### src/rtl/gp_port_pwm_fade_and_edge_monitor_core_defines.svh
// Assertion macros for the GP port PWM fade and edge monitor core.
// Included by the top level; no other dependencies.
`ifndef GP_PORT_PWM_FADE_AND_EDGE_MONITOR_CORE_DEFINES_SVH
`define GP_PORT_PWM_FADE_AND_EDGE_MONITOR_CORE_DEFINES_SVH

// Same-cycle implication, disabled in reset
`define GPFEM_ASSERT_IMPL(label, clk, rst, ante, cons) \
   label: assert property (@(posedge clk) disable iff (rst) (ante) |-> (cons)) \
      else $error("gpfem assertion failed");

// Next-cycle implication, disabled in reset
`define GPFEM_ASSERT_NEXT(label, clk, rst, ante, cons) \
   label: assert property (@(posedge clk) disable iff (rst) (ante) |=> (cons)) \
      else $error("gpfem assertion failed");

`endif

### src/rtl/gpfem_pkg.sv
// Shared types and constants for the GP port PWM fade and edge monitor core.
// No dependencies.
`timescale 1ns / 1ps
`default_nettype none

package gpfem_pkg;

   localparam int NUM_PORTS   = 3;
   localparam int SLOW_PERIOD = 10;
   localparam int SLOW_W      = 4;
   localparam int DUTY_W      = 8;
   localparam int FADE_W      = 8;
   localparam int CONF_W      = 4;
   localparam int ADC_W       = 10;
   localparam int REQ_DATA_W  = 48;
   localparam int RSP_DATA_W  = 64;

   typedef enum logic [1:0] {
      MODE_IN  = 2'd0,
      MODE_OUT = 2'd1,
      MODE_PWM = 2'd2,
      MODE_ADC = 2'd3
   } gpfem_mode_type;

   typedef enum logic [1:0] {
      PH_CHECK = 2'd0,
      PH_ADC   = 2'd1,
      PH_RISE  = 2'd2,
      PH_FALL  = 2'd3
   } gpfem_phase_type;

   typedef enum logic [1:0] {
      CSR_PORT1 = 2'd0,
      CSR_PORT2 = 2'd1,
      CSR_PORT3 = 2'd2,
      CSR_FADE  = 2'd3
   } gpfem_csr_type;

   typedef enum logic {
      OP_TICK  = 1'b0,
      OP_WRITE = 1'b1
   } gpfem_op_type;

   // Per-port control for one item
   typedef struct packed {
      logic              step;
      logic              is_write;
      logic              wr_hit;
      logic [DUTY_W-1:0] wr_value;
      logic              fade_off;
      logic              fade_step;
      logic              slow_pass;
      logic              cfg_clear;
   } gpfem_ctl_type;

   // Per-port status after the item
   typedef struct packed {
      logic [DUTY_W-1:0] duty;
      logic [DUTY_W-1:0] value;
      logic              out_bit;
      logic              busy;
      logic              rise;
      logic              fall;
      logic              irq;
   } gpfem_stat_type;

endpackage

`default_nettype wire

### src/rtl/gp_port_pwm_fade_and_edge_monitor_core.sv
// A transfer accepted on req_ passes the input register, then the result register, before it
// appears on rsp_. Throughput: one item per cycle while rsp_tready takes the results;
// a stalled result still lets one more item wait in the input register.
// Reset (synchronous): config, port state, counters and both valid bits cleared.
// Depends on gpfem_pkg, gpfem_port and the defines header.
`timescale 1ns / 1ps
`default_nettype none

`include "gp_port_pwm_fade_and_edge_monitor_core_defines.svh"

module gp_port_pwm_fade_and_edge_monitor_core (
   input  wire logic                               clock,
   input  wire logic                               reset,
   input  wire logic                               req_tvalid,
   output logic                                    req_tready,
   // [1:0] port_select, [9:2] write_value, [12:10] pin_levels,
   // [22:13] adc_sample1, [32:23] adc_sample2, [42:33] adc_sample3
   input  wire logic [gpfem_pkg::REQ_DATA_W-1:0]   req_tdata,
   // [0] operation
   input  wire logic                               req_tuser,
   output logic                                    rsp_tvalid,
   input  wire logic                               rsp_tready,
   // [7:0] pwm_duty1, [15:8] pwm_duty2, [23:16] pwm_duty3, [26:24] out_levels,
   // [34:27] value1, [42:35] value2, [50:43] value3, [53:51] fading_flags,
   // [59:54] edge_events, [60] irq_pulse
   output logic [gpfem_pkg::RSP_DATA_W-1:0]        rsp_tdata,
   input  wire logic                               csr_we,
   input  wire logic [1:0]                         csr_index,
   input  wire logic [gpfem_pkg::FADE_W-1:0]       csr_wdata
);

   localparam int NP = gpfem_pkg::NUM_PORTS;

   logic                              in_valid_ff, in_valid_in;
   logic                              in_op_ff;
   logic [gpfem_pkg::REQ_DATA_W-1:0]  in_data_ff;
   logic                              out_valid_ff, out_valid_in;
   logic [gpfem_pkg::RSP_DATA_W-1:0]  out_data_ff, out_data_in;
   logic [gpfem_pkg::CONF_W-1:0]      conf_ff [NP];
   logic [gpfem_pkg::FADE_W-1:0]      fade_period_ff;
   logic [gpfem_pkg::FADE_W-1:0]      fade_count_ff, fade_count_in;
   logic [gpfem_pkg::SLOW_W-1:0]      slow_count_ff, slow_count_in;
   logic                              advance, accept, tick;
   logic                              fade_step, slow_pass;
   logic [1:0]                        sel;
   logic [gpfem_pkg::DUTY_W-1:0]      wr_value;
   logic [NP-1:0]                     pins;
   gpfem_pkg::gpfem_stat_type         stat [NP];
   logic [2*NP-1:0]                   events;
   logic                              irq;

   assign advance    = in_valid_ff && (!out_valid_ff || rsp_tready);
   assign req_tready = !in_valid_ff || advance;
   assign accept     = req_tvalid && req_tready;
   assign rsp_tvalid = out_valid_ff;
   assign rsp_tdata  = out_data_ff;

   assign sel      = in_data_ff[1:0];
   assign wr_value = in_data_ff[9:2];
   assign pins     = in_data_ff[12:10];
   assign tick     = (in_op_ff == gpfem_pkg::OP_TICK);

   assign fade_step = tick && (fade_period_ff != '0) && (fade_count_ff >= fade_period_ff);
   assign slow_pass = tick && (slow_count_ff > gpfem_pkg::SLOW_W'(gpfem_pkg::SLOW_PERIOD));

   always_comb begin
      fade_count_in = fade_count_ff;
      slow_count_in = slow_count_ff;
      if (advance && tick) begin
         if (fade_period_ff != '0) begin
            fade_count_in = fade_step ? '0 : fade_count_ff + 1'b1;
         end
         slow_count_in = slow_pass ? '0 : slow_count_ff + 1'b1;
      end
   end

   for (genvar k = 0; k < NP; k++) begin : g_port
      gpfem_pkg::gpfem_ctl_type ctl;

      assign ctl.step      = advance;
      assign ctl.is_write  = !tick;
      assign ctl.wr_hit    = (sel == 2'(k));
      assign ctl.wr_value  = wr_value;
      assign ctl.fade_off  = (fade_period_ff == '0);
      assign ctl.fade_step = fade_step;
      assign ctl.slow_pass = slow_pass;
      assign ctl.cfg_clear = csr_we && (csr_index == 2'(k));

      gpfem_port u_port (
         .clock (clock),
         .reset (reset),
         .conf  (conf_ff[k]),
         .ctl   (ctl),
         .pin   (pins[k]),
         .adc   (in_data_ff[13 + k*gpfem_pkg::ADC_W +: gpfem_pkg::ADC_W]),
         .stat  (stat[k])
      );

      assign events[2*k]   = stat[k].rise;
      assign events[2*k+1] = stat[k].fall;
   end

   assign irq = stat[0].irq | stat[1].irq | stat[2].irq;

   always_comb begin
      out_data_in = {
         3'b000,
         irq,
         events,
         stat[2].busy, stat[1].busy, stat[0].busy,
         stat[2].value, stat[1].value, stat[0].value,
         stat[2].out_bit, stat[1].out_bit, stat[0].out_bit,
         stat[2].duty, stat[1].duty, stat[0].duty
      };
   end

   always_comb begin
      in_valid_in = in_valid_ff;
      if (accept) begin
         in_valid_in = 1'b1;
      end else if (advance) begin
         in_valid_in = 1'b0;
      end
      out_valid_in = out_valid_ff;
      if (advance) begin
         out_valid_in = 1'b1;
      end else if (rsp_tready) begin
         out_valid_in = 1'b0;
      end
   end

   always_ff @(posedge clock) begin
      if (reset) begin
         in_valid_ff    <= 1'b0;
         out_valid_ff   <= 1'b0;
         fade_count_ff  <= '0;
         slow_count_ff  <= '0;
         fade_period_ff <= '0;
         for (int i = 0; i < NP; i++) begin
            conf_ff[i] <= '0;
         end
      end else begin
         in_valid_ff   <= in_valid_in;
         out_valid_ff  <= out_valid_in;
         fade_count_ff <= fade_count_in;
         slow_count_ff <= slow_count_in;
         if (csr_we) begin
            case (gpfem_pkg::gpfem_csr_type'(csr_index))
               gpfem_pkg::CSR_PORT1: conf_ff[0] <= csr_wdata[gpfem_pkg::CONF_W-1:0];
               gpfem_pkg::CSR_PORT2: conf_ff[1] <= csr_wdata[gpfem_pkg::CONF_W-1:0];
               gpfem_pkg::CSR_PORT3: conf_ff[2] <= csr_wdata[gpfem_pkg::CONF_W-1:0];
               gpfem_pkg::CSR_FADE:  fade_period_ff <= csr_wdata;
               default: begin
               end
            endcase
         end
      end
   end

   always_ff @(posedge clock) begin
      if (accept) begin
         in_op_ff   <= req_tuser;
         in_data_ff <= req_tdata;
      end
      if (advance) begin
         out_data_ff <= out_data_in;
      end
   end

   `GPFEM_ASSERT_IMPL(a_irq_needs_event, clock, reset,
      rsp_tvalid && rsp_tdata[60], rsp_tdata[59:54] != 6'd0)
   `GPFEM_ASSERT_IMPL(a_no_rise_and_fall, clock, reset,
      advance, (events & (events >> 1) & 6'b010101) == 6'd0)
   `GPFEM_ASSERT_IMPL(a_slow_count_bound, clock, reset,
      1'b1, slow_count_ff <= gpfem_pkg::SLOW_W'(gpfem_pkg::SLOW_PERIOD + 1))
   `GPFEM_ASSERT_NEXT(a_write_no_events, clock, reset,
      advance && !tick, rsp_tdata[60:54] == 7'd0)

endmodule

`default_nettype wire

### src/rtl/gpfem_port.sv
// One port: duty, value, phase, output and fade-busy state with next-state logic.
// Depends on gpfem_pkg.
`timescale 1ns / 1ps
`default_nettype none

module gpfem_port (
   input  wire logic                           clock,
   input  wire logic                           reset,
   input  wire logic [gpfem_pkg::CONF_W-1:0]   conf,
   input  wire gpfem_pkg::gpfem_ctl_type       ctl,
   input  wire logic                           pin,
   input  wire logic [gpfem_pkg::ADC_W-1:0]    adc,
   output gpfem_pkg::gpfem_stat_type           stat
);

   logic [gpfem_pkg::DUTY_W-1:0] duty_ff, duty_in;
   logic [gpfem_pkg::DUTY_W-1:0] value_ff, value_in;
   gpfem_pkg::gpfem_phase_type   phase_ff, phase_in;
   logic                         out_ff, out_in;
   logic                         busy_ff, busy_in;
   gpfem_pkg::gpfem_mode_type    mode;
   logic                         rise_evt, fall_evt, irq_evt;

   assign mode = gpfem_pkg::gpfem_mode_type'(conf[1:0]);

   always_comb begin
      duty_in  = duty_ff;
      value_in = value_ff;
      phase_in = phase_ff;
      out_in   = out_ff;
      busy_in  = busy_ff;
      rise_evt = 1'b0;
      fall_evt = 1'b0;
      irq_evt  = 1'b0;
      if (ctl.step) begin
         if (ctl.is_write) begin
            if (ctl.wr_hit) begin
               value_in = ctl.wr_value;
               case (mode)
                  gpfem_pkg::MODE_OUT: begin
                     if (ctl.wr_value == '0) begin
                        out_in = 1'b0;
                     end else begin
                        value_in = gpfem_pkg::DUTY_W'(1);
                        out_in   = 1'b1;
                     end
                  end
                  gpfem_pkg::MODE_PWM: begin
                     if (ctl.fade_off) begin
                        duty_in = ctl.wr_value;
                        busy_in = 1'b0;
                     end
                  end
                  default: begin
                  end
               endcase
            end
         end else begin
            if (ctl.fade_step && mode == gpfem_pkg::MODE_PWM && duty_ff != value_ff) begin
               duty_in = (duty_ff < value_ff) ? duty_ff + 1'b1 : duty_ff - 1'b1;
               busy_in = (duty_in != value_ff);
            end
            if (ctl.slow_pass) begin
               case (phase_ff)
                  gpfem_pkg::PH_CHECK: begin
                     if (mode == gpfem_pkg::MODE_ADC) begin
                        phase_in = gpfem_pkg::PH_ADC;
                     end else if (mode == gpfem_pkg::MODE_IN) begin
                        phase_in = gpfem_pkg::PH_RISE;
                     end
                  end
                  gpfem_pkg::PH_ADC: begin
                     value_in = adc[gpfem_pkg::ADC_W-1:2];
                  end
                  gpfem_pkg::PH_RISE: begin
                     if (pin) begin
                        value_in = gpfem_pkg::DUTY_W'(1);
                        rise_evt = 1'b1;
                        irq_evt  = conf[2];
                        phase_in = gpfem_pkg::PH_FALL;
                     end
                  end
                  gpfem_pkg::PH_FALL: begin
                     if (!pin) begin
                        value_in = '0;
                        fall_evt = 1'b1;
                        irq_evt  = conf[3];
                        phase_in = gpfem_pkg::PH_RISE;
                     end
                  end
                  default: begin
                  end
               endcase
            end
         end
      end
      if (ctl.cfg_clear) begin
         phase_in = gpfem_pkg::PH_CHECK;
      end
   end

   assign stat.duty    = duty_in;
   assign stat.value   = value_in;
   assign stat.out_bit = out_in;
   assign stat.busy    = busy_in;
   assign stat.rise    = rise_evt;
   assign stat.fall    = fall_evt;
   assign stat.irq     = irq_evt;

   always_ff @(posedge clock) begin
      if (reset) begin
         duty_ff  <= '0;
         value_ff <= '0;
         phase_ff <= gpfem_pkg::PH_CHECK;
         out_ff   <= 1'b0;
         busy_ff  <= 1'b0;
      end else begin
         duty_ff  <= duty_in;
         value_ff <= value_in;
         phase_ff <= phase_in;
         out_ff   <= out_in;
         busy_ff  <= busy_in;
      end
   end

endmodule

`default_nettype wire
### config.mk
export PLATFORM = sky130hd
export DESIGN_NAME = gp_port_pwm_fade_and_edge_monitor_core
export DESIGN_NICKNAME = d
export VERILOG_FILES = /design/src/rtl/gpfem_pkg.sv /design/src/rtl/gp_port_pwm_fade_and_edge_monitor_core.sv /design/src/rtl/gpfem_port.sv
export VERILOG_INCLUDE_DIRS = /design/src /design/src/rtl
export SDC_FILE = /design/constraint.sdc
export NUM_CORES = 1
export LEC_CHECK = 0
export BUFFER_PORTS_ARGS = -buffer_cell sky130_fd_sc_hd__buf_2
export CELL_PAD_IN_SITES_DETAIL_PLACEMENT = 0
export CELL_PAD_IN_SITES_GLOBAL_PLACEMENT = 1
export CORE_MARGIN = 3
export CORE_UTILIZATION = 40
export CTS_CLUSTER_SIZE = 10
export DETAILED_ROUTE_END_ITERATION = 6
export PLACE_DENSITY = 0.79
export SKIP_CTS_REPAIR_TIMING = 1
export SKIP_LAST_GASP = 1
export SLEW_MARGIN = 0
export SYNTH_ARGS = -nofsm -noshare
export SYNTH_HDL_FRONTEND = slang
export SYNTH_HIERARCHICAL = 1
export SYNTH_SLANG_ARGS = --single-unit
### constraint.sdc
create_clock -name clock -period 5.86 [get_ports clock]
set_input_delay 0.586 -clock clock [delete_from_list [all_inputs] [get_ports clock]]
set_output_delay 0.586 -clock clock [all_outputs]
set_load 0.03 [all_outputs]
### Word level (Yosys, flattened, before mapping)

Memories as Yosys holds them, arrays and structs flattened.
Index checks and enable logic that the tools add are counted.

| word-level totals | value |
|---|---|
| register bits after elaboration | 187 |
| latch bits | 0 |
| RAM bits | 12 |
| ROM bits | 0 |
| bits of input ports | 64 |
| output and inout port bits | 66 |
| logic and storage cells | 282 |
| memories kept | 1 |

Memory list:

| memory | depth | bits a word | read ports | clocked after memory_dff | wr ports | RTL line | source |
|---|---|---|---|---|---|---|---|
| conf_ff | 3 | 4 | 3 | 0 | 3 | gp_port_pwm_fade_and_edge_monitor_core.sv:39 | `logic [gpfem_pkg::CONF_W-1:0] conf_ff [NP];` |

| operators by class | value |
|---|---|
| add/sub/neg operators | 8 |
| multiply operators | 0 |
| div/mod/pow operators | 0 |
| order comparisons | 5 |
| eq/ne operators | 38 |
| shifts and indexed selects | 0 |
| mux-type cells | 139 |
| bitwise logic cells | 13 |
| reductions and logical operators | 49 |

Operators by type and width:

| operator | count |
|---|---|
| 2-to-1 mux 8 bit | 44 |
| case mux 8 bit (3 select lines) | 3 |
| 2-to-1 mux 1 bit | 70 |
| != test 8 bit | 6 |
| adder 8 x 1 -> 8 bit (second input constant) | 4 |
| equality test 2 bit (second input constant) | 15 |
| less-than comparator 8 bit | 3 |
| 2-to-1 mux 2 bit | 12 |
| subtractor 8 x 1 -> 8 bit (second input constant) | 3 |
| AND reduction 7 bit | 3 |
| case mux 2 bit (3 select lines) | 3 |
| OR reduction 3 bit | 6 |
| equality test 2 x 1 -> 1 bit (second input constant) | 8 |
| logical NOT 2 bit | 8 |
| logical NOT 8 bit | 2 |
| 2-to-1 mux 4 bit | 4 |
| logical AND 1 bit | 15 |
| != test 2 bit (second input constant) | 6 |
| != test 3 x 1 -> 1 bit (second input constant) | 3 |
| nonzero test 3 bit | 3 |
| greater-or-equal comparator 8 bit | 1 |
| NOT 1 bit | 8 |
| nonzero test 8 bit | 1 |
| case mux 1 bit (2 select lines) | 3 |
| other kinds (8) | 18 |

### Logic depth before layout (Yosys ltp)

Gate-level depths: netlist of run 1.

| depth | value |
|---|---|
| depth after elaboration | 8 |
| gate-level depth with buffers | 17 |
| mapped depth without buffers | 16 |

### Cells and area by module

Netlist of run 1, hierarchy kept.

Modules (own cells, without submodules):

| module | instances | cells each | area an instance (µm²) | seq. area each (µm²) |
|---|---|---|---|---|
| gp_port_pwm_fade_and_edge_monitor_core | 1 | 278 | 4882.2 | 3953.8 |
| gpfem_port (g_port[1].u_port) | 1 | 258 | 1954.4 | 400.4 |
| gpfem_port (g_port[0].u_port) | 1 | 255 | 1919.3 | 400.4 |
| gpfem_port (g_port[2].u_port) | 1 | 247 | 1876.8 | 400.4 |

### Least setup slack after synthesis of run 1

No wires, ideal clock.

| timing path | value |
|---|---|
| path kind | input -> register |
| start | input port rsp_tready |
| end | register out_data_ff (netlist bit rsp_tdata[36]) (data pin) |
| setup time | 265 ps |
| arrival time | 5082 ps |
| data required time | 5595 ps |
| setup slack | 513 ps |
| stages | 8 |
| path buffers | 0 |
| path through | nor2b_1 -> nor2_1 -> inv_1 -> nor2_1 -> and2_1 -> a21oi_1 -> a222oi_1 -> inv_1 |

| between the ends | value |
|---|---|
| cells in the longest elaborated chain, start to end | 3 |

RTL lines:

| item | RTL line | source |
|---|---|---|
| from (decl) | gp_port_pwm_fade_and_edge_monitor_core.sv:22 | `input wire logic rsp_tready,` |
| logical OR 1 bit | gp_port_pwm_fade_and_edge_monitor_core.sv:52 | `assign advance = in_valid_ff && (!out_valid_ff \|\| rsp_tready);` |
| logical AND 1 bit | gp_port_pwm_fade_and_edge_monitor_core.sv:52 |  |
| via advance | gp_port_pwm_fade_and_edge_monitor_core.sv:43 | `logic advance, accept, tick;` |
| 2-to-1 mux 8 bit | gpfem_port.sv:35 | `if (ctl.step) begin` |
| via out_data_in (one bit) | gp_port_pwm_fade_and_edge_monitor_core.sv:38 | `logic [gpfem_pkg::RSP_DATA_W-1:0] out_data_ff, out_data_in;` |
| to (signal assigned) | gp_port_pwm_fade_and_edge_monitor_core.sv:166 | `out_data_ff <= out_data_in;` |
| to (decl) | gp_port_pwm_fade_and_edge_monitor_core.sv:38 |  |

The timed path passes the listed nets, and every way through them passes these cells.
A chain may end at the register's enable or synchronous reset.

### Worst setup path in the final report of run 1

| timing path | value |
|---|---|
| start | register g_port[2].u_port/value_ff[6] in the netlist's numbering |
| end | register out_data_ff (netlist bit rsp_tdata[53]) (data pin) |

| between the ends | value |
|---|---|
| cells in the longest elaborated chain, start to end | 6 |
| elaborated cells on any way between the ends | 8 |
| classes of those cells | order compare (1); eq/ne (2); mux (4); reduce/logical (1) |

RTL lines:

| item | RTL line | source |
|---|---|---|
| from (decl) | gpfem_port.sv:17 | `logic [gpfem_pkg::DUTY_W-1:0] value_ff, value_in;` |
| from (signal assigned) | gpfem_port.sv:119 | `value_ff <= value_in;` |
| less-than comparator 8 bit | gpfem_port.sv:60 | `duty_in = (duty_ff < value_ff) ? duty_ff + 1'b1 : duty_ff - 1'b1;` |
| 2-to-1 mux 8 bit | gpfem_port.sv:60 |  |
| != test 8 bit | gpfem_port.sv:61 | `busy_in = (duty_in != value_ff);` |
| 2-to-1 mux 1 bit (*) | gpfem_port.sv:59 | `if (ctl.fade_step && mode == gpfem_pkg::MODE_PWM && duty_ff != value_ff) begin` |
| 2-to-1 mux 1 bit (*) | gpfem_port.sv:36 | `if (ctl.is_write) begin` |
| 2-to-1 mux 1 bit (*) | gpfem_port.sv:35 |  |
| via out_data_in (one bit) | gp_port_pwm_fade_and_edge_monitor_core.sv:38 |  |

The timed path passes the listed nets; every way through them passes the cells marked *.

==> impl.org, run 1 <==
** CTS
- TritonCTS buffer count :: 17
- TritonCTS built the clock tree.
- Clock Root Buffer :: sky130_fd_sc_hd__clkbuf_16
- The H-tree was split into 4 levels.
- Sink Count :: 193
- Skew-Pair Late Insertion Delay :: 0.44 ns
- The clock passes through at most 2 buffers.
- After clock tree synthesis, the clock-pin slew on the worst setup and hold paths is 0.08 ns.

** Power
- The analysis attributes to cell leakage a power of 4.982 nW.
- The design draws 3.274 mW.
- The worst-case IR drop observed on VDD is 178.7 uV.
- Power density over cell area :: 276.7 nW/um^2

** Global route
- Number of antenna violations at the first check in global routing :: 0
- Overflow after GRT :: 0
- Largest net degree at the start of global routing :: 69
- The first global-routing pass estimated 41.63 mm of wire.
- Vias in the first global route :: 7589
- Global routing used 18.56% of the available tracks.

** Setup path
- Delay contributed by the slowest stage of the critical path :: 0.45 ns
- Kind of start point of the critical path :: flip-flop
- Measured in cells, the most critical reg-to-reg path has a length of 13.
- The worst register-to-register path begins at g_port[2].u_port/value_ff[6]$_SDFF_PP0_.
- Element type at the critical path end :: flip-flop
- Data required time of the critical path :: 6.03 ns
- RR Endpoint :: rsp_tdata[53]$_DFFE_PP_
- Maximum fanout along the worst path :: 9
- Worst reg2reg setup slack :: 1.89 ns
- Endpoint arrival time on the critical path :: 4.14 ns
- Traced cell by cell, the critical path runs through inv_1, ha_1, nand4_1, o21ai_2, inv_1, fa_1, xnor2_1, xnor2_1, or3_1, a2111oi_2, nand4_1, nor4_2, a21boi_1.
- The cell family contributing the most delay on the critical path is simple AND/OR/NAND/NOR gates.
- Cell at the slowest stage of the critical path :: sky130_fd_sc_hd__o21ai_2
- Buffering stage count on the worst path with inverters included :: 2
- Crit Path Category :: flip-flop to flip-flop

** Worst hold path
- The worst hold path begins at req_tdata[18].
- Hold Path Class :: input pin to flip-flop
- Worst hold path cell count :: 1
- Endpoint, Worst Hold :: in_data_ff[18]$_DFFE_PP_

** Final layout
- Excluding fillers, the count of instances in the completed layout stands at 1473.
- Fraction of layout cells with a size suffix above 1 :: 16.19%
- Final-stage net count :: 1262
- N_diodes :: 0
- Commonest non-fill, non-tap cell in the layout :: sky130_fd_sc_hd__buf_2
- Layout overhead on the synthesized area :: 13.23%
- The top cell types in the final layout, fill and taps aside, are 115 x sky130_fd_sc_hd__buf_2, 111 x sky130_fd_sc_hd__edfxtp_1, 93 x sky130_fd_sc_hd__nor2_1, 88 x sky130_fd_sc_hd__inv_1, 82 x sky130_fd_sc_hd__dfxtp_1.

** Logic synthesis
- Post-Synthesis Cell Area :: 10450 um^2
- Each instance of the synthesized netlist takes up on average 10.13 um^2.
- For this run, the number of Yosys warnings is 6.
- In the synthesized netlist, the number of instances is 1032.

** Route
- Post-detailed-routing wire length :: 26.57 mm
- The routed layout has 8042 vias.
- Routed length per placed instance :: 18.04 um
- DRC violations left :: 0
- The first detailed-routing pass ran for 5 iterations.
- The detail route stage leaves a number of antenna-violating nets equal to 0.
- Vias per Instance :: 5.460
- Drt initial violations :: 754

** STA
- Setup violations remaining at the end of the flow were counted as 0.
- Measured against its own limit, the worst slew margin works out to 26.22%.
- Maximum clock frequency :: 252.2 MHz
- The worst path needs 3.965 ns of the cycle, external delays included.
- Setup TNS :: 0 ns
- The number of hold violations in the final report is 0.
- Max Transition Viols Final :: 0
- Hold is met by 0.3188 ns.
- Setup repair after global routing missed its margin :: no
- After layout, the worst path uses 67.66% of the clock period.
- Between clock sinks in the finished design, the worst skew comes to 0.01081 ns.
- For the pin with the worst max-slew slack, the measured transition is 1.104 ns.

** Floorplan
- In this run the core area contains 58 standard-cell rows.
- The floorplan step set the die height to 167.7 um.
- Effective utilization at floorplan :: 41.15%
- Number of ports placed on the die boundary :: 130
- Core region area :: 25400 um^2
- The die covers 28110 um^2.
- Measured along the x axis, the die boundary spans 167.7 um.

** Place
- Final GP Congestion :: 0.8891
- Number of port buffers :: 115
- Cell total after placement :: 1441
- Detailed placement HPWL :: 18.94 mm

** Run status
- Result of the run :: finished clean

** Flow run
- The tool flagged a number of max-cap violations equal to 0.
[area by class of cell]
type / count / area (um^2)
Tap cell: 330 / 412.9
Inverter: 90 / 337.8
Clock buffer: 18 / 429.2
Fill cell: 2419 / 13560
Timing Repair Buffer: 121 / 620.6
Clock inverter: 14 / 140.1
Sequential cell: 193 / 4975
Multi-Input combinational cell: 707 / 4920
[registers in the layout, indices dropped and copies added, names as in the netlist]
register / count
conf_ff: 12
in_valid_ff: 1
g_port.u_port/value_ff: 24
fade_period_ff: 8
g_port.u_port/duty_ff: 24
rsp_tvalid: 1
fade_count_ff: 8
g_port.u_port/out_ff: 3
slow_count_ff: 4
in_data_ff: 37
rsp_tdata: 61
g_port.u_port/busy_ff: 3
in_op_ff: 1
g_port.u_port/phase_ff: 6
[where the power goes]
group	internal (mW)	switching, mW
logic	0.240	0.370
clock network	0.570	0.565
registers	1.49	0.0407
[per-stage QoR]
step	util, %	worst slack (ns)	instance area [um^2]
floorplan	-	0.5132	10460
global placement	44.35	1.940	11270
detailed placement	44.35	1.880	11270
CTS	46.60	1.840	11840
global route	46.60	1.609	11840
finish	46.60	1.895	11840
[worst max-delay path by stage]
stage / start / end / slack (ns) / cells past startpoint
2_1_floorplan: rsp_tready / rsp_tdata[36]$_DFFE_PP_ / 0.51 / 8
3_3_place_gp: g_port[2].u_port/value_ff[6]$_SDFF_PP0_ / rsp_tdata[53]$_DFFE_PP_ / 1.94 / 13
3_5_place_dp: g_port[2].u_port/value_ff[6]$_SDFF_PP0_ / rsp_tdata[53]$_DFFE_PP_ / 1.88 / 13
4_1_cts: g_port[2].u_port/value_ff[6]$_SDFF_PP0_ / rsp_tdata[53]$_DFFE_PP_ / 1.84 / 13
5_1_grt: g_port[2].u_port/value_ff[6]$_SDFF_PP0_ / rsp_tdata[53]$_DFFE_PP_ / 1.61 / 13
6_report: g_port[2].u_port/value_ff[6]$_SDFF_PP0_ / rsp_tdata[53]$_DFFE_PP_ / 1.89 / 13
[routing by layer]
| metal | global-route usage [%] | routed length (um) |
|---|---|---|
| met5 | 0 | 0 |
| met3 | 3.211 | 1464 |
| met4 | 4.482 | 337 |
| met2 | 30.98 | 12680 |
| met1 | 25.28 | 12080 |
[worst reg2reg max path, cell delays in order (launching register included)]
cell and delay, ns:
sky130_fd_sc_hd__dfxtp_1 0.42, sky130_fd_sc_hd__inv_1 0.11, sky130_fd_sc_hd__ha_1 0.30, sky130_fd_sc_hd__nand4_1 0.20, sky130_fd_sc_hd__o21ai_2 0.45, sky130_fd_sc_hd__inv_1 0.10
sky130_fd_sc_hd__fa_1 0.42, sky130_fd_sc_hd__xnor2_1 0.28, sky130_fd_sc_hd__xnor2_1 0.09, sky130_fd_sc_hd__or3_1 0.36, sky130_fd_sc_hd__a2111oi_2 0.30, sky130_fd_sc_hd__nand4_1 0.17
sky130_fd_sc_hd__nor4_2 0.38, sky130_fd_sc_hd__a21boi_1 0.13
No activity file was read; power rests on OpenSTA's default activity.
==> run 2, diff against run 1 <==
--- a/config.mk
+++ b/config.mk
@@ -13,7 +13,7 @@
 export CORE_UTILIZATION = 40
 export CTS_CLUSTER_SIZE = 10
 export DETAILED_ROUTE_END_ITERATION = 6
-export PLACE_DENSITY = 0.79
+export PLACE_DENSITY = 0.82
 export SKIP_CTS_REPAIR_TIMING = 1
 export SKIP_LAST_GASP = 1
 export SLEW_MARGIN = 0
==> constraint.sdc (replaced) <==
create_clock -name clock -period 3.4 [get_ports clock]
set_input_delay 0.34 -clock clock [delete_from_list [all_inputs] [get_ports clock]]
set_output_delay 0.34 -clock clock [all_outputs]
set_load 0.03 [all_outputs]
==> run 2 against run 1 <==
  * The run now ends with setup timing left
  * Sequential power increased by 73%
  * Global-route usage up 0.97 points
  * Register-to-register slack got worse by 1.9 ns
  * Sequential share of layout area fell by 2.9 points
  * Utilization rose by 3.6 points
  * Count of clock-buffer cells in the layout is 4 higher
  * Clock skew grew 0.0032 ns
  * First-iteration DRC count is 1.7% lower
  * Setup slack got worse by 1.9 ns
  * Sequential cell count unchanged
  * Power is 78% higher
  * Critical endpoint unchanged
  * Highest routed layer unchanged
==> impl.org, run 2 (synthesis results as in run 1) <==
** CTS
- Clock-pin transition on the worst setup and hold timing paths :: 0.07 ns
- TritonCTS buffer count :: 17
- Counting every sink on the clock net gives 193.
- Clock Root Buffer :: sky130_fd_sc_hd__clkbuf_16
- CTS tree :: built
- The clock reaches the later pin of the worst-skew pair after 0.44 ns.
- In this run the deepest clock path goes through 2 buffers.
- The H-tree was split into 4 levels.

** STA
- Once routing completed, OpenROAD measured the worst setup slack at -0.009215 ns.
- Setup TNS :: -0.01273 ns
- Fraction of the cycle the final worst path needs :: 100.3%
- Worst Clk Skew :: 0.01398 ns
- Setup violations remaining at the end of the flow were counted as 2.
- At the pin with the least slew margin, the transition time is 1.146 ns.
- Setup repair after global routing missed its margin :: yes
- Based on the critical path, the design can be clocked at up to 293.3 MHz.
- Post-layout minimum cycle time :: 3.409 ns
- Worst slew slack as a fraction of its limit :: 23.62%
- Max Transition Viols Final :: 0
- Hold Fails Final Rpt :: 0

** Place
- Final GP Congestion :: 0.9021
- The count of buffers added on input and output ports is 115.
- Post-placement setup slack :: -0.07326 ns
- Detailed placement HPWL :: 19.55 mm

** Final layout
- Summing all multi-input logic gate instances after layout gives 5223 um^2.
- Across the whole layout, storage elements account for 4990 um^2.
- Leaving out fill and tap cells, the most frequent cell in the layout is sky130_fd_sc_hd__buf_2.
- Layout overhead on the synthesized area :: 21.89%
- Of the cells placed in the final design, the portion with a size suffix greater than 1 is 26.17%.
- Final-stage net count :: 1342
- The library cells used most frequently in the layout, excluding fill and tap cells, are 115 x sky130_fd_sc_hd__buf_2, 111 x sky130_fd_sc_hd__edfxtp_1, 91 x sky130_fd_sc_hd__nor2_1, 86 x sky130_fd_sc_hd__buf_4, 79 x sky130_fd_sc_hd__inv_1.
- Flip-flop count of the largest register after layout :: 61
- Fill count :: 2335
- N_diodes :: 0

** Floorplan
- After floorplanning, the core was divided into 58 placement rows.
- The die covers 28110 um^2.
- Core region area :: 25400 um^2
- The die is 167.7 um wide.
- Effective utilization at floorplan :: 41.15%
- Number of ports placed on the die boundary :: 130
- Die extent in y :: 167.7 um

** Setup path
- Reg2Reg Depth :: 13
- Data arrives at the worst endpoint at 3.59 ns.
- Worst reg2reg setup slack :: -0.009 ns
- For the worst setup path, the data required time is 3.58 ns.
- The worst setup path is captured at a flip-flop.
- By startpoint and endpoint, the worst setup path is classified as flip-flop to flip-flop.
- Kind of start point of the critical path :: flip-flop
- Of all nets on the critical path, the largest fanout is 5.

** Global route
- Number of antenna violations at the first check in global routing :: 0
- Vias in the first global route :: 8388
- Global routing finished with a remaining overflow of 0.
- Met1 layer usage reported by global route :: 26.45%
- For met3 alone, demand over resource in global routing was 3.258%.
- Most Crowded Layer GR :: met2
- Met2 routing resource usage after global routing :: 32.74%
- Entering global routing, the biggest net connects 81 pins.
- Global routing used 19.53% of the available tracks across all layers.
- The first global-routing pass estimated 44.28 mm of wire.

** Run status
- The checks that failed: setup timing.
- The run finished, with violations left.

** Route
- Using the TritonRoute via totals, the vias-per-cell ratio works out to 5.483.
- Via count :: 8515
- DRC violations left :: 0
- Number of iterations in the first detailed-routing pass :: 7
- Remaining antenna violation count :: 0
- Post-detailed-routing wire length :: 27.97 mm
- The first routing iteration left 741 violations.
- In the final routed layout, each cell accounts on average for 18.01 um.

** Power
- Power density over cell area :: 456.9 nW/um^2
- LEAKAGE :: 5.420 nW
- Maximum ir drop on the vdd rail :: 324.4 uV

** Worst hold path
- Hold Path Class :: input pin to flip-flop
- Worst hold path cell count :: 1

** Flow run
- MaxCap Viol Count :: 0
run 2: cell count changes in the layout (fill, tap and decap cells not counted), sizes merged:
cell,change
clkinvlp,+3
buf,+80
clkinv,-1
inv,-7
bufinv,+1
clkbuf,+4
run 2: critical path, cell delays in order, from the launching register on:
cell                       delay (ns)
sky130_fd_sc_hd__dfxtp_2         0.36
sky130_fd_sc_hd__inv_4           0.05
sky130_fd_sc_hd__ha_4            0.25
sky130_fd_sc_hd__nand4_1         0.20
sky130_fd_sc_hd__o21ai_4         0.26
sky130_fd_sc_hd__inv_2           0.06
sky130_fd_sc_hd__fa_2            0.41
sky130_fd_sc_hd__or2b_1          0.27
sky130_fd_sc_hd__a21oi_1         0.37
sky130_fd_sc_hd__nor4_1          0.11
sky130_fd_sc_hd__a31oi_1         0.17
sky130_fd_sc_hd__nand4_1         0.16
sky130_fd_sc_hd__nor4_4          0.37
sky130_fd_sc_hd__a21boi_1        0.11
run 2: cell type report:
type / instances / share of cell area [%]
Tap cell: 330 / 3.241
Clock inverter: 10 / 0.7856
Sequential cell: 193 / 39.16
Timing Repair Buffer: 201 / 9.585
Multi-Input combinational cell: 707 / 40.99
Clock buffer: 22 / 3.565
Inverter: 90 / 2.671
run 2: metal layers:
layer / part of all wire [%] / vias up / wire [um]
met4: 1.8 / 0 / 503
li1: - / 4116 / -
met3: 5.8 / 36 / 1626
met1: 45 / 4112 / 12620
met2: 47 / 251 / 13220
met5: 0 / - / 0
run 2: power by group:
part           leakage (nW)  switching, mW  internal, mW
combinational          3.40          0.709         0.536
sequential             1.76         0.0705          2.57
clock                 0.259          0.903          1.04
total                  5.42           1.68          4.14
run 2: final timing paths:
check / from / to
setup / recovery: g_port[2].u_port/value_ff[6]$_SDFF_PP0_ / rsp_tdata[53]$_DFFE_PP_
hold / removal: req_tdata[18] / in_data_ff[18]$_DFFE_PP_
setup reg to reg: g_port[2].u_port/value_ff[6]$_SDFF_PP0_ / rsp_tdata[53]$_DFFE_PP_
hold reg to reg: fade_count_ff[7]$_SDFFE_PP0P_ / fade_count_ff[7]$_SDFFE_PP0P_
run 2: stage by stage:
stage | instances | hold slack (ns) | util, % | power, mW | instance area, um^2
after global placement | 1516 | 0.4702 | 46.66 | 3.817 | 11850
after detailed placement | 1516 | 0.4896 | 46.66 | 3.835 | 11850
after floorplan | 1034 | 0.4389 | - | 3.483 | 10490
final | 1553 | 0.06771 | 50.16 | 5.821 | 12740
after CTS | 1548 | 0.05249 | 48.84 | 5.784 | 12410
after global routing | 1553 | 0.05689 | 50.16 | 6.084 | 12740
